## src/hdl/apm_pkg.sv

```systemverilog
// apm_pkg: shared types and codes for the attribute predicate matcher
// relation codes, operation codes and the controller/datapath command and status structs
// no dependencies
`timescale 1ns / 1ps
`default_nettype none

package apm_pkg;

  localparam int KEY_W = 8;
  localparam int REL_W = 4;
  localparam int VAL_W = 16;

  // operation codes
  localparam logic OP_LOAD = 1'b0;
  localparam logic OP_TEST = 1'b1;

  // relation codes, anything above REL_EQ_ANY is unknown
  localparam logic [REL_W-1:0] REL_IS     = 4'd0;
  localparam logic [REL_W-1:0] REL_EQ     = 4'd1;
  localparam logic [REL_W-1:0] REL_NE     = 4'd2;
  localparam logic [REL_W-1:0] REL_GT     = 4'd3;
  localparam logic [REL_W-1:0] REL_GE     = 4'd4;
  localparam logic [REL_W-1:0] REL_LT     = 4'd5;
  localparam logic [REL_W-1:0] REL_LE     = 4'd6;
  localparam logic [REL_W-1:0] REL_EQ_ANY = 4'd7;

  // controller to datapath
  typedef struct packed {
    logic capture;
    logic load;
    logic scan;
    logic finish;
  } apm_cmd_t;

  // datapath to controller
  typedef struct packed {
    logic scan_done;
  } apm_stat_t;

endpackage

`default_nettype wire

```

## src/hdl/attribute_predicate_match_top.sv

```systemverilog
// attribute_predicate_match_top: candidate attribute store and reference matcher
// a load passes through the load state; a test passes through scan, then finish, the scan visiting
// one stored entry per step up to min(candidates, MAX_ATTRS), ends at first hit, at once for IS or an empty set
// out_valid pulses once, registered from the finish of the last test transfer; busy is high meanwhile
// rst_n is synchronous: counts clear, the candidate set opens, the store itself is not cleared
// depends on apm_pkg, apm_ctrl, apm_datapath
`timescale 1ns / 1ps
`default_nettype none

module attribute_predicate_match_top #(
  parameter int MAX_ATTRS = 8
) (
  input  wire logic                             clk,
  input  wire logic                             rst_n,
  input  wire logic                             start,
  output logic                                  busy,
  input  wire logic                             in_op,
  input  wire logic [apm_pkg::KEY_W-1:0]        in_attr_key,
  input  wire logic [apm_pkg::REL_W-1:0]        in_relation,
  input  wire logic signed [apm_pkg::VAL_W-1:0] in_attr_value,
  input  wire logic                             in_last,
  output logic                                  out_valid,
  output logic                                  out_matched,
  output logic                                  out_size_error
);

  apm_pkg::apm_cmd_t  cmd;
  apm_pkg::apm_stat_t stat;

  apm_ctrl u_ctrl (
    .clk    (clk),
    .rst_n  (rst_n),
    .start  (start),
    .op_i   (in_op),
    .stat_i (stat),
    .cmd_o  (cmd),
    .busy_o (busy)
  );

  apm_datapath #(
    .MAX_ATTRS (MAX_ATTRS)
  ) u_datapath (
    .clk            (clk),
    .rst_n          (rst_n),
    .cmd_i          (cmd),
    .in_op          (in_op),
    .in_attr_key    (in_attr_key),
    .in_relation    (in_relation),
    .in_attr_value  (in_attr_value),
    .in_last        (in_last),
    .stat_o         (stat),
    .out_valid      (out_valid),
    .out_matched    (out_matched),
    .out_size_error (out_size_error)
  );

endmodule

`default_nettype wire

```

## src/hdl/apm_ctrl.sv

```systemverilog
// apm_ctrl: sequencer for the attribute predicate matcher
// issues capture, load, scan and finish commands to apm_datapath
// depends on apm_pkg
`timescale 1ns / 1ps
`default_nettype none

module apm_ctrl (
  input  wire logic              clk,
  input  wire logic              rst_n,
  input  wire logic              start,
  input  wire logic              op_i,
  input  wire apm_pkg::apm_stat_t stat_i,
  output apm_pkg::apm_cmd_t      cmd_o,
  output logic                   busy_o
);

  typedef enum logic [1:0] {
    ST_IDLE,
    ST_LOAD,
    ST_SCAN,
    ST_FINISH
  } state_t;

  state_t state_r;
  state_t state_nxt;

  always_comb begin
    state_nxt = state_r;
    case (state_r)
      ST_IDLE: begin
        if (start) begin
          state_nxt = (op_i == apm_pkg::OP_LOAD) ? ST_LOAD : ST_SCAN;
        end
      end
      ST_LOAD: begin
        state_nxt = ST_IDLE;
      end
      ST_SCAN: begin
        if (stat_i.scan_done) begin
          state_nxt = ST_FINISH;
        end
      end
      ST_FINISH: begin
        state_nxt = ST_IDLE;
      end
      default: begin
        state_nxt = ST_IDLE;
      end
    endcase
  end

  always_ff @(posedge clk) begin
    if (!rst_n) begin
      state_r <= ST_IDLE;
    end else begin
      state_r <= state_nxt;
    end
  end

  assign busy_o         = (state_r != ST_IDLE);
  assign cmd_o.capture  = (state_r == ST_IDLE) && start;
  assign cmd_o.load     = (state_r == ST_LOAD);
  assign cmd_o.scan     = (state_r == ST_SCAN);
  assign cmd_o.finish   = (state_r == ST_FINISH);

  // a test always passes through finish right after its scan ends
  a_scan_to_finish: assert property (@(posedge clk) disable iff (!rst_n)
    (cmd_o.scan && stat_i.scan_done) |=> cmd_o.finish)
    else $error("scan end not followed by finish");

  // a transfer is only taken while idle
  a_capture_idle: assert property (@(posedge clk) disable iff (!rst_n)
    cmd_o.capture |=> busy_o)
    else $error("busy not raised after transfer");

  a_one_cmd: assert property (@(posedge clk) disable iff (!rst_n)
    $onehot0({cmd_o.capture, cmd_o.load, cmd_o.scan, cmd_o.finish}))
    else $error("overlapping commands");

endmodule

`default_nettype wire

```

## src/hdl/apm_datapath.sv

```systemverilog
// apm_datapath: candidate store, counters and the per-entry compare unit
// walks stored candidates one per cycle under commands from apm_ctrl
// depends on apm_pkg
`timescale 1ns / 1ps
`default_nettype none

module apm_datapath #(
  parameter int MAX_ATTRS = 8
) (
  input  wire logic                             clk,
  input  wire logic                             rst_n,
  input  wire apm_pkg::apm_cmd_t                cmd_i,
  input  wire logic                             in_op,
  input  wire logic [apm_pkg::KEY_W-1:0]        in_attr_key,
  input  wire logic [apm_pkg::REL_W-1:0]        in_relation,
  input  wire logic signed [apm_pkg::VAL_W-1:0] in_attr_value,
  input  wire logic                             in_last,
  output apm_pkg::apm_stat_t                    stat_o,
  output logic                                  out_valid,
  output logic                                  out_matched,
  output logic                                  out_size_error
);

  localparam int CNT_W = $clog2(MAX_ATTRS + 2);
  localparam int IDX_W = (MAX_ATTRS > 1) ? $clog2(MAX_ATTRS) : 1;
  localparam logic [CNT_W-1:0] CNT_MAX = CNT_W'(MAX_ATTRS);
  localparam logic [CNT_W-1:0] CNT_ONE = CNT_W'(1);

  // captured item
  logic                             item_op_r;
  logic [apm_pkg::KEY_W-1:0]        item_key_r;
  logic [apm_pkg::REL_W-1:0]        item_rel_r;
  logic signed [apm_pkg::VAL_W-1:0] item_val_r;
  logic                             item_last_r;

  // candidate store, entries only used below the fill count
  logic [apm_pkg::KEY_W-1:0]        keys_r [MAX_ATTRS];
  logic [apm_pkg::REL_W-1:0]        rels_r [MAX_ATTRS];
  logic signed [apm_pkg::VAL_W-1:0] vals_r [MAX_ATTRS];

  logic [CNT_W-1:0] cand_count_r, cand_count_nxt;
  logic             cand_closed_r, cand_closed_nxt;
  logic [CNT_W-1:0] ref_count_r, ref_count_nxt;
  logic             all_matched_r, all_matched_nxt;
  logic [IDX_W-1:0] idx_r, idx_nxt;
  logic             hit_r, hit_nxt;
  logic             out_valid_r, out_valid_nxt;
  logic             out_matched_r, out_matched_nxt;
  logic             out_size_error_r, out_size_error_nxt;

  logic [CNT_W-1:0]                 n_cnt;
  logic [CNT_W-1:0]                 idx_ext;
  logic                             at_end;
  logic [apm_pkg::KEY_W-1:0]        rd_key;
  logic [apm_pkg::REL_W-1:0]        rd_rel;
  logic signed [apm_pkg::VAL_W-1:0] rd_val;
  logic                             rel_ok;
  logic                             scan_hit;
  logic [CNT_W-1:0]                 base;
  logic                             wr_en;
  logic [CNT_W-1:0]                 ref_inc;
  logic                             all_new;
  logic                             err;

  always_comb begin
    n_cnt   = (cand_count_r < CNT_MAX) ? cand_count_r : CNT_MAX;
    idx_ext = CNT_W'(idx_r);
    at_end  = (idx_ext + CNT_ONE) >= n_cnt;
    rd_key  = keys_r[idx_r];
    rd_rel  = rels_r[idx_r];
    rd_val  = vals_r[idx_r];

    case (item_rel_r)
      apm_pkg::REL_EQ:     rel_ok = (rd_val == item_val_r);
      apm_pkg::REL_NE:     rel_ok = (rd_val != item_val_r);
      apm_pkg::REL_GT:     rel_ok = (rd_val >  item_val_r);
      apm_pkg::REL_GE:     rel_ok = (rd_val >= item_val_r);
      apm_pkg::REL_LT:     rel_ok = (rd_val <  item_val_r);
      apm_pkg::REL_LE:     rel_ok = (rd_val <= item_val_r);
      apm_pkg::REL_EQ_ANY: rel_ok = 1'b1;
      default:             rel_ok = 1'b0;
    endcase

    scan_hit = (idx_ext < n_cnt) && (rd_key == item_key_r) &&
               (rd_rel == apm_pkg::REL_IS) && rel_ok;
    stat_o.scan_done = hit_r || scan_hit || at_end;

    // a load after a closed set starts a new one
    base  = cand_closed_r ? '0 : cand_count_r;
    wr_en = cmd_i.load && (base < CNT_MAX);

    ref_inc = (ref_count_r <= CNT_MAX) ? ref_count_r + CNT_ONE : ref_count_r;
    all_new = all_matched_r && hit_r;
    err     = (cand_count_r == '0) || (cand_count_r > CNT_MAX) ||
              (ref_inc == '0) || (ref_inc > CNT_MAX);

    cand_count_nxt     = cand_count_r;
    cand_closed_nxt    = cand_closed_r;
    ref_count_nxt      = ref_count_r;
    all_matched_nxt    = all_matched_r;
    idx_nxt            = idx_r;
    hit_nxt            = hit_r;
    out_valid_nxt      = 1'b0;
    out_matched_nxt    = out_matched_r;
    out_size_error_nxt = out_size_error_r;

    if (cmd_i.capture) begin
      idx_nxt = '0;
      hit_nxt = (in_relation == apm_pkg::REL_IS);
    end

    if (cmd_i.load) begin
      cand_count_nxt  = (base <= CNT_MAX) ? base + CNT_ONE : base;
      cand_closed_nxt = item_last_r;
    end

    if (cmd_i.scan) begin
      hit_nxt = hit_r || scan_hit;
      if (!at_end) begin
        idx_nxt = idx_r + IDX_W'(1);
      end
    end

    if (cmd_i.finish) begin
      cand_closed_nxt = 1'b1;
      ref_count_nxt   = ref_inc;
      all_matched_nxt = all_new;
      if (item_last_r) begin
        out_valid_nxt      = 1'b1;
        out_matched_nxt    = all_new && !err;
        out_size_error_nxt = err;
        ref_count_nxt      = '0;
        all_matched_nxt    = 1'b1;
      end
    end
  end

  always_ff @(posedge clk) begin
    if (cmd_i.capture) begin
      item_op_r   <= in_op;
      item_key_r  <= in_attr_key;
      item_rel_r  <= in_relation;
      item_val_r  <= in_attr_value;
      item_last_r <= in_last;
    end
    if (wr_en) begin
      keys_r[base[IDX_W-1:0]] <= item_key_r;
      rels_r[base[IDX_W-1:0]] <= item_rel_r;
      vals_r[base[IDX_W-1:0]] <= item_val_r;
    end
    idx_r            <= idx_nxt;
    hit_r            <= hit_nxt;
    out_matched_r    <= out_matched_nxt;
    out_size_error_r <= out_size_error_nxt;
  end

  always_ff @(posedge clk) begin
    if (!rst_n) begin
      cand_count_r  <= '0;
      cand_closed_r <= 1'b0;
      ref_count_r   <= '0;
      all_matched_r <= 1'b1;
      out_valid_r   <= 1'b0;
    end else begin
      cand_count_r  <= cand_count_nxt;
      cand_closed_r <= cand_closed_nxt;
      ref_count_r   <= ref_count_nxt;
      all_matched_r <= all_matched_nxt;
      out_valid_r   <= out_valid_nxt;
    end
  end

  assign out_valid      = out_valid_r;
  assign out_matched    = out_matched_r;
  assign out_size_error = out_size_error_r;

  // a report only comes from the finish of a last test transfer
  a_report_src: assert property (@(posedge clk) disable iff (!rst_n)
    out_valid_r |-> ($past(cmd_i.finish) && item_last_r && item_op_r == apm_pkg::OP_TEST))
    else $error("report without a finished last test");

  a_count_sat: assert property (@(posedge clk) disable iff (!rst_n)
    (cand_count_r <= CNT_MAX + CNT_ONE) && (ref_count_r <= CNT_MAX + CNT_ONE))
    else $error("count beyond saturation");

  a_err_excl: assert property (@(posedge clk) disable iff (!rst_n)
    out_valid_r |-> !(out_matched_r && out_size_error_r))
    else $error("match reported with size error");

endmodule

`default_nettype wire

```

## config.mk

```make
export PLATFORM = sky130hd
export DESIGN_NAME = attribute_predicate_match_top
export DESIGN_NICKNAME = d
export VERILOG_FILES = /design/src/hdl/apm_pkg.sv /design/src/hdl/attribute_predicate_match_top.sv /design/src/hdl/apm_ctrl.sv /design/src/hdl/apm_datapath.sv
export SDC_FILE = /design/constraint.sdc
export NUM_CORES = 1
export LEC_CHECK = 0
export BUFFER_PORTS_ARGS = -buffer_cell sky130_fd_sc_hd__buf_2
export CAP_MARGIN = 20
export CORE_ASPECT_RATIO = 0.9
export CORE_MARGIN = 2
export CORE_UTILIZATION = 61
export DETAILED_ROUTE_END_ITERATION = 7
export PLACE_DENSITY = 0.79
export SETUP_SLACK_MARGIN = 0.1
export SYNTH_ARGS = -nofsm -noshare
export SYNTH_HDL_FRONTEND = slang
export SYNTH_SLANG_ARGS = --single-unit
```

## constraint.sdc

```tcl
create_clock -name clk -period 5.67 [get_ports clk]
set_clock_uncertainty 0.1 [all_clocks]
set_input_delay 1.4175 -clock clk [delete_from_list [all_inputs] [get_ports clk]]
set_output_delay 1.4175 -clock clk [all_outputs]
set_load 0.01 [all_outputs]
```

==> results of run 1 <==
==> layer usage <==
| layer | wire [µm] | GRT usage, % |
|---|---|---|
| met5 | 0 | 0 |
| met4 | 667 | 7.52 |
| met3 | 1090 | 3.68 |
| met2 | 10200 | 36.9 |
| met1 | 8470 | 29.9 |
==> sequential cells by signal, summed over array words and instances (netlist names), 2 cells and up <==
register	count
u_datapath.vals_r	128
u_datapath.keys_r	64
u_datapath.rels_r	32
u_datapath.item_val_r	16
u_datapath.item_key_r	8
u_datapath.cand_count_r	4
u_datapath.item_rel_r	4
u_datapath.ref_count_r	4
u_datapath.idx_r	3
u_ctrl.state_r	2
==> synth_stat cells, types with 4 or more instances <==
cell / number / share of area (%)
a21oi_1: 18 / 0.82
and3_1: 4 / 0.23
buf_2: 4 / 0.18
clkbuf_1: 9 / 0.31
dfxtp_1: 16 / 2.9
edfxtp_1: 256 / 70
ha_1: 28 / 3.2
inv_1: 25 / 0.86
mux2_2: 16 / 1.6
mux2i_1: 13 / 1.2
mux4_1: 6 / 1.4
mux4_2: 43 / 8.8
nand2_1: 19 / 0.65
nand2b_1: 8 / 0.46
nand4_1: 6 / 0.34
nor2_1: 28 / 0.96
nor2b_1: 7 / 0.40
nor3_1: 8 / 0.37
nor4_1: 7 / 0.40
o21ai_0: 6 / 0.27
xor2_1: 10 / 0.80
==> final timing paths <==
kind                            startpoint                       end  slack, ns  cells after the start
hold / removal    u_datapath.all_matched_r  u_datapath.all_matched_r       0.40                      2
setup / recovery       u_datapath.idx_r[0]          u_datapath.hit_r       1.34                     11
setup reg to reg       u_datapath.idx_r[0]          u_datapath.hit_r       1.34                     11
hold reg to reg   u_datapath.all_matched_r  u_datapath.all_matched_r       0.40                      2
==> power by group through the flow <==
stage	Combinational, mW	Clock (mW)	Sequential [mW]
finish	0.162	1.66	2.30
global route	0.178	1.76	2.30
CTS	0.160	1.68	2.30
detailed placement	0.159	0	2.34
global placement	0.152	0	2.33
floorplan	0.112	0	2.32
==> tightest hold or removal path: cells and delay by family, from the launching register on <==
kind | cells | cell delay [ns]
AOI/OAI and AO/OA | 1 | 0.07
and+or+nand+nor | 1 | 0.07
DFF | 1 | 0.32
==> cell families after synthesis <==
logic type	share of synthesized area, %
muxes	13.1
xor gates and xnor gates	1.04
AOI/OAI and AO/OA	3.10
adders and majority gates	3.20
DFF	73.0
buffers and inverters	1.83
and+or+nand+nor	4.70
==> final cells by class <==
| class | count | area (µm²) |
|---|---|---|
| sequential | 272 | 8010 |
| fill | 1116 | 5290 |
| multi-input combinational | 271 | 2790 |
| clock buffer | 32 | 694 |
| tap | 240 | 300 |
| timing repair buffer | 50 | 298 |
| clock inverter | 16 | 126 |
| inverter | 27 | 101 |
==> metrics by stage <==
step	cells	instance area, µm²	utilization [%]
floorplan	588	11000	-
global placement	859	11500	65.2
detailed placement	859	11500	65.2
CTS	907	12300	69.8
global route	908	12300	69.9
finish	908	12300	69.9
==> results.ini, run 1 <==
[cts]
post_cts_buffers=0
cts_root_buf=clkbuf_16
clock_latency_ns=0.52
clockBufferDepth=3
cts_made_buffers=27
clk_pin_slew_ns=0.06
cts_tree=yes
post_cts_resized=0
cts_hold_buf=0
htree_num_levels=1
clock-sinks=272

[layout]
drive_gt1_share_pct=24.6
diodes=0
synthToLayoutAreaGrowth_pct=12.3
mostFrequentLayoutCell=edfxtp_1
final_cell_mix=edfxtp_1 (256), mux4_2 (43), buf_2 (36)
fin_nets=710

[placed_design]
dp_slack_ns=1.31
place.gp.congestion=0.803
io_buffers=36
dpl.hpwl_um=12400

[power]
p_sw_uw=834
power_frac_clock_pct=40.2
p_leak_nw=4.13
swShare_pct=20.3
intPower_mw=3.28
ir_drop_v=0.000255
p_comb_share_pct=3.9
power.total_mw=4.11
seq_power_share_pct=55.8
p_per_area_nw_per_um2=334

[timing]
layout_min_cycle_time_ns=4.33
worst_slack_ns=1.34
fin_setup_tns_ns=0
slew_viol_final=0
max_slew_margin_pct=30.7
setup_viol=0
rsz0062_at_grt=false
min_period_over_period_pct=76.3
hold_ws_ns=0.402
tightest_slew_ns=1.04
max_freq_mhz=231
final_hold_viol_count=0

[synth]
synth_edf_count=256
async_flop_share_pct=0
synth_nets=649
synth_cell_type_count=52
yosysSeqAreaShare_pct=73.0
synth.avg_cell_area_um2=18.6
yosysWarnings=0
syn_inst=588
ys_seq_elements=272
synthFlopType=edfxtp_1
syn_area_um2=11000

[detailed_routing]
ant_nets=0
drt_wl_total_um=20500
vias_per_cell=6.11
wire_per_inst_um=22.5
vias=5549
drt_pre_antenna_iters=5
drt_iter0_drc=463
route.detailed.drc=0

[critical_path]
slowest_delay_ns=0.89
setup.worst_path.start_class=register
cp_cell_sequence=buf_4 -> mux4_2 -> mux2_2 -> ha_1 -> nand4_1 -> or2_1 -> nor3_2 -> xor2_1 -> o2111ai_1 -> a2111o_1 -> a21oi_1
crit_type=register to register
worst_setup_path_end_kind=register
path_delay_family=flip-flops
arrival_ns=4.61
required_ns=5.95
cp_num_buf_inv=1
slowest_stage=dfxtp_2
worstPathMaxFanout=28

[die]
coreArea_um2=17600
die_w_um=145
initial_core_util_pct=62.3
die-area_um2=19100
ios=37
die_y_um=131
rows=46

[grt]
antenna_found_initial=0
grt_max_degree=36
grt_pass1_wl_um=32200
track_usage_pct=22.1
grt_pass1_vias=5841
gr-total-overflow=0

[min_path]
hold_class=register to register

[run_status]
run_status=complete, no violations

[run]
maxCapViolations=0

Power figures use the tool's default switching activity.
==> run 2, diff against run 1 <==
clock period = 4.38 ns   (was 5.67 ns; I/O delays follow)
==> run 2 against run 1 <==
  * Combinational power increased by 30%
  * Via count shrank 2.0%
  * Setup slack got worse by 0.67 ns
  * Critical path type unchanged
  * Count of clock-buffer cells in the layout increased by 3
  * Global-route usage is 0.36 points higher
  * Largest cell class unchanged
  * Final cell count decreased by 0.22%
  * Worst hold slack got worse by 0.012 ns
  * Critical path depth stayed put
==> results.ini, run 2 (synthesis results as in run 1) <==
[run_status]
run_status=complete, no violations

[detailed_routing]
drt_iter0_drc=492  ; +6.3%
route.detailed.drc=0  ; unchanged
wire_per_inst_um=22.8  ; +1.3%
drt_wl_total_um=20700  ; +1.0%
ant_nets=0  ; unchanged
vias=5439  ; -2.0%
vias_per_cell=6.00  ; -1.8%
drt_pre_antenna_iters=5  ; unchanged

[cts]
clock_latency_ns=0.52  ; about the same
post_cts_buffers=0  ; unchanged
cts_tree=yes
cts_made_buffers=25  ; -7.4%
htree_num_levels=1  ; unchanged
cts_root_buf=clkbuf_16
cts_hold_buf=0  ; unchanged
clockBufferDepth=3  ; unchanged
clock-sinks=272  ; unchanged
clk_pin_slew_ns=0.06  ; about the same
post_cts_resized=0  ; unchanged

[timing]
tightest_slew_ns=0.838  ; -0.201 ns
slew_viol_final=0  ; unchanged
setup_viol=0  ; unchanged
final_hold_viol_count=0  ; unchanged
worst_slack_ns=0.672  ; -0.669 ns
min_period_over_period_pct=84.7  ; +8.3 points
rsz0062_at_grt=false
max_slew_margin_pct=43.8  ; +13 points
layout_min_cycle_time_ns=3.71  ; -0.621 ns
fin_setup_tns_ns=0  ; unchanged
hold_ws_ns=0.390  ; -0.0122 ns
max_freq_mhz=270  ; +17%

[placed_design]
io_buffers=36  ; unchanged
dpl.cell_count=861  ; +0.23%
dp_slack_ns=0.670  ; -0.641 ns
dpl.hpwl_um=12200  ; -0.93%
place.gp.congestion=0.808  ; +0.62%

[critical_path]
worst_setup_path_end_kind=register
reg2reg_from=u_datapath.idx_r[0]
crit_start=u_datapath.idx_r[0]
worstPathMaxFanout=26  ; -7.1%
r2r_end=u_datapath.hit_r
rr_worst_depth=11  ; unchanged
required_ns=4.55  ; -1.40 ns
rrSetupSlack_ns=0.67  ; -0.67 ns
setup.worst_path.start_class=register
crit_type=register to register
arrival_ns=3.88  ; -0.73 ns

[die]
die-area_um2=19100  ; unchanged
die_w_um=145  ; unchanged
coreArea_um2=17600  ; unchanged
die_y_um=131  ; unchanged
ios=37  ; unchanged
rows=46  ; unchanged
initial_core_util_pct=62.3  ; unchanged

[grt]
use_met3_pct=3.26  ; -0.42 points
use_met1_pct=31.3  ; +1.3 points
grt_pass1_vias=5823  ; -0.31%
grt_max_degree=29  ; -19%
gr-total-overflow=0  ; unchanged
grt_util_met2_pct=38.2  ; +1.2 points
gr-max-usage-layer=met2
antenna_found_initial=0  ; unchanged
track_usage_pct=22.4  ; +0.36 points
grt_pass1_wl_um=32800  ; +1.7%

[min_path]
hold_depth=2  ; unchanged
hold_class=register to register
min-delay-start=u_datapath.all_matched_r
holdPathEnd=u_datapath.all_matched_r

[layout]
fin_util_pct=69.6  ; -0.37 points
mostFrequentLayoutCell=edfxtp_1
synthToLayoutAreaGrowth_pct=11.8
drive_gt1_share_pct=24.0  ; -0.53 points
fin_nets=709  ; -0.14%
fin_cells=906  ; -0.22%
diodes=0  ; unchanged
largest_reg_flops=128  ; unchanged
final_cell_mix=edfxtp_1 (256), mux4_2 (43), buf_2 (36)

[power]
p_leak_nw=4.08  ; -1.1%
ir_drop_v=0.000424  ; +66%
p_per_area_nw_per_um2=423  ; +27%

[run]
maxCapViolations=0  ; unchanged

==> run 2: report_power, final <==
part | switching, mW | internal, mW
clock network | 0.886 | 1.12
registers | 0.0613 | 2.91
logic | 0.117 | 0.0934
==> run 2: metal layers <==
| layer | routed length (µm) | up-vias |
|---|---|---|
| met3 | 808 | 31 |
| li1 | - | 2465 |
| met1 | 8830 | 2799 |
| met2 | 10600 | 144 |
| met4 | 459 | 0 |
| met5 | 0 | - |
==> run 2: worst max path at each step <==
stage | depth (start not counted) | to | slack (ns)
2_1_floorplan | 14 | u_datapath.hit_r | 0.45
3_5_place_dp | 11 | u_datapath.hit_r | 0.67
4_1_cts | 11 | u_datapath.hit_r | 0.66
5_1_grt | 10 | u_datapath.idx_r[0] | 0.44
3_3_place_gp | 11 | u_datapath.hit_r | 0.77
6_report | 11 | u_datapath.hit_r | 0.67
==> run 2: area by class of cell <==
class                      count  area [µm²]
timing repair buffer          51         305
tap                          240         300
clock buffer                  35         663
clock inverter                10        85.1
fill                        1152        5360
inverter                      27         101
sequential                   272        8010
multi-input combinational    271        2790
==> run 2: stage by stage <==
stage	total power, mW	instance area, µm²
2_1_floorplan	3.14	11000
3_5_place_dp	3.24	11500
5_1_grt	5.34	12300
4_1_cts	5.22	12300
3_3_place_gp	3.22	11500
6_report	5.19	12300
==> run 2: worst max-delay path, cell delays in order, from the launching register on <==
cell and delay, ns:
dfxtp_2 0.49, buf_12 0.27, mux4_2 0.53, mux2_2 0.28, ha_1 0.31, nand4_1 0.13
or2_1 0.28, a211oi_2 0.28, nor3_1 0.12, o311ai_1 0.39, a32o_1 0.23, a21oi_1 0.04
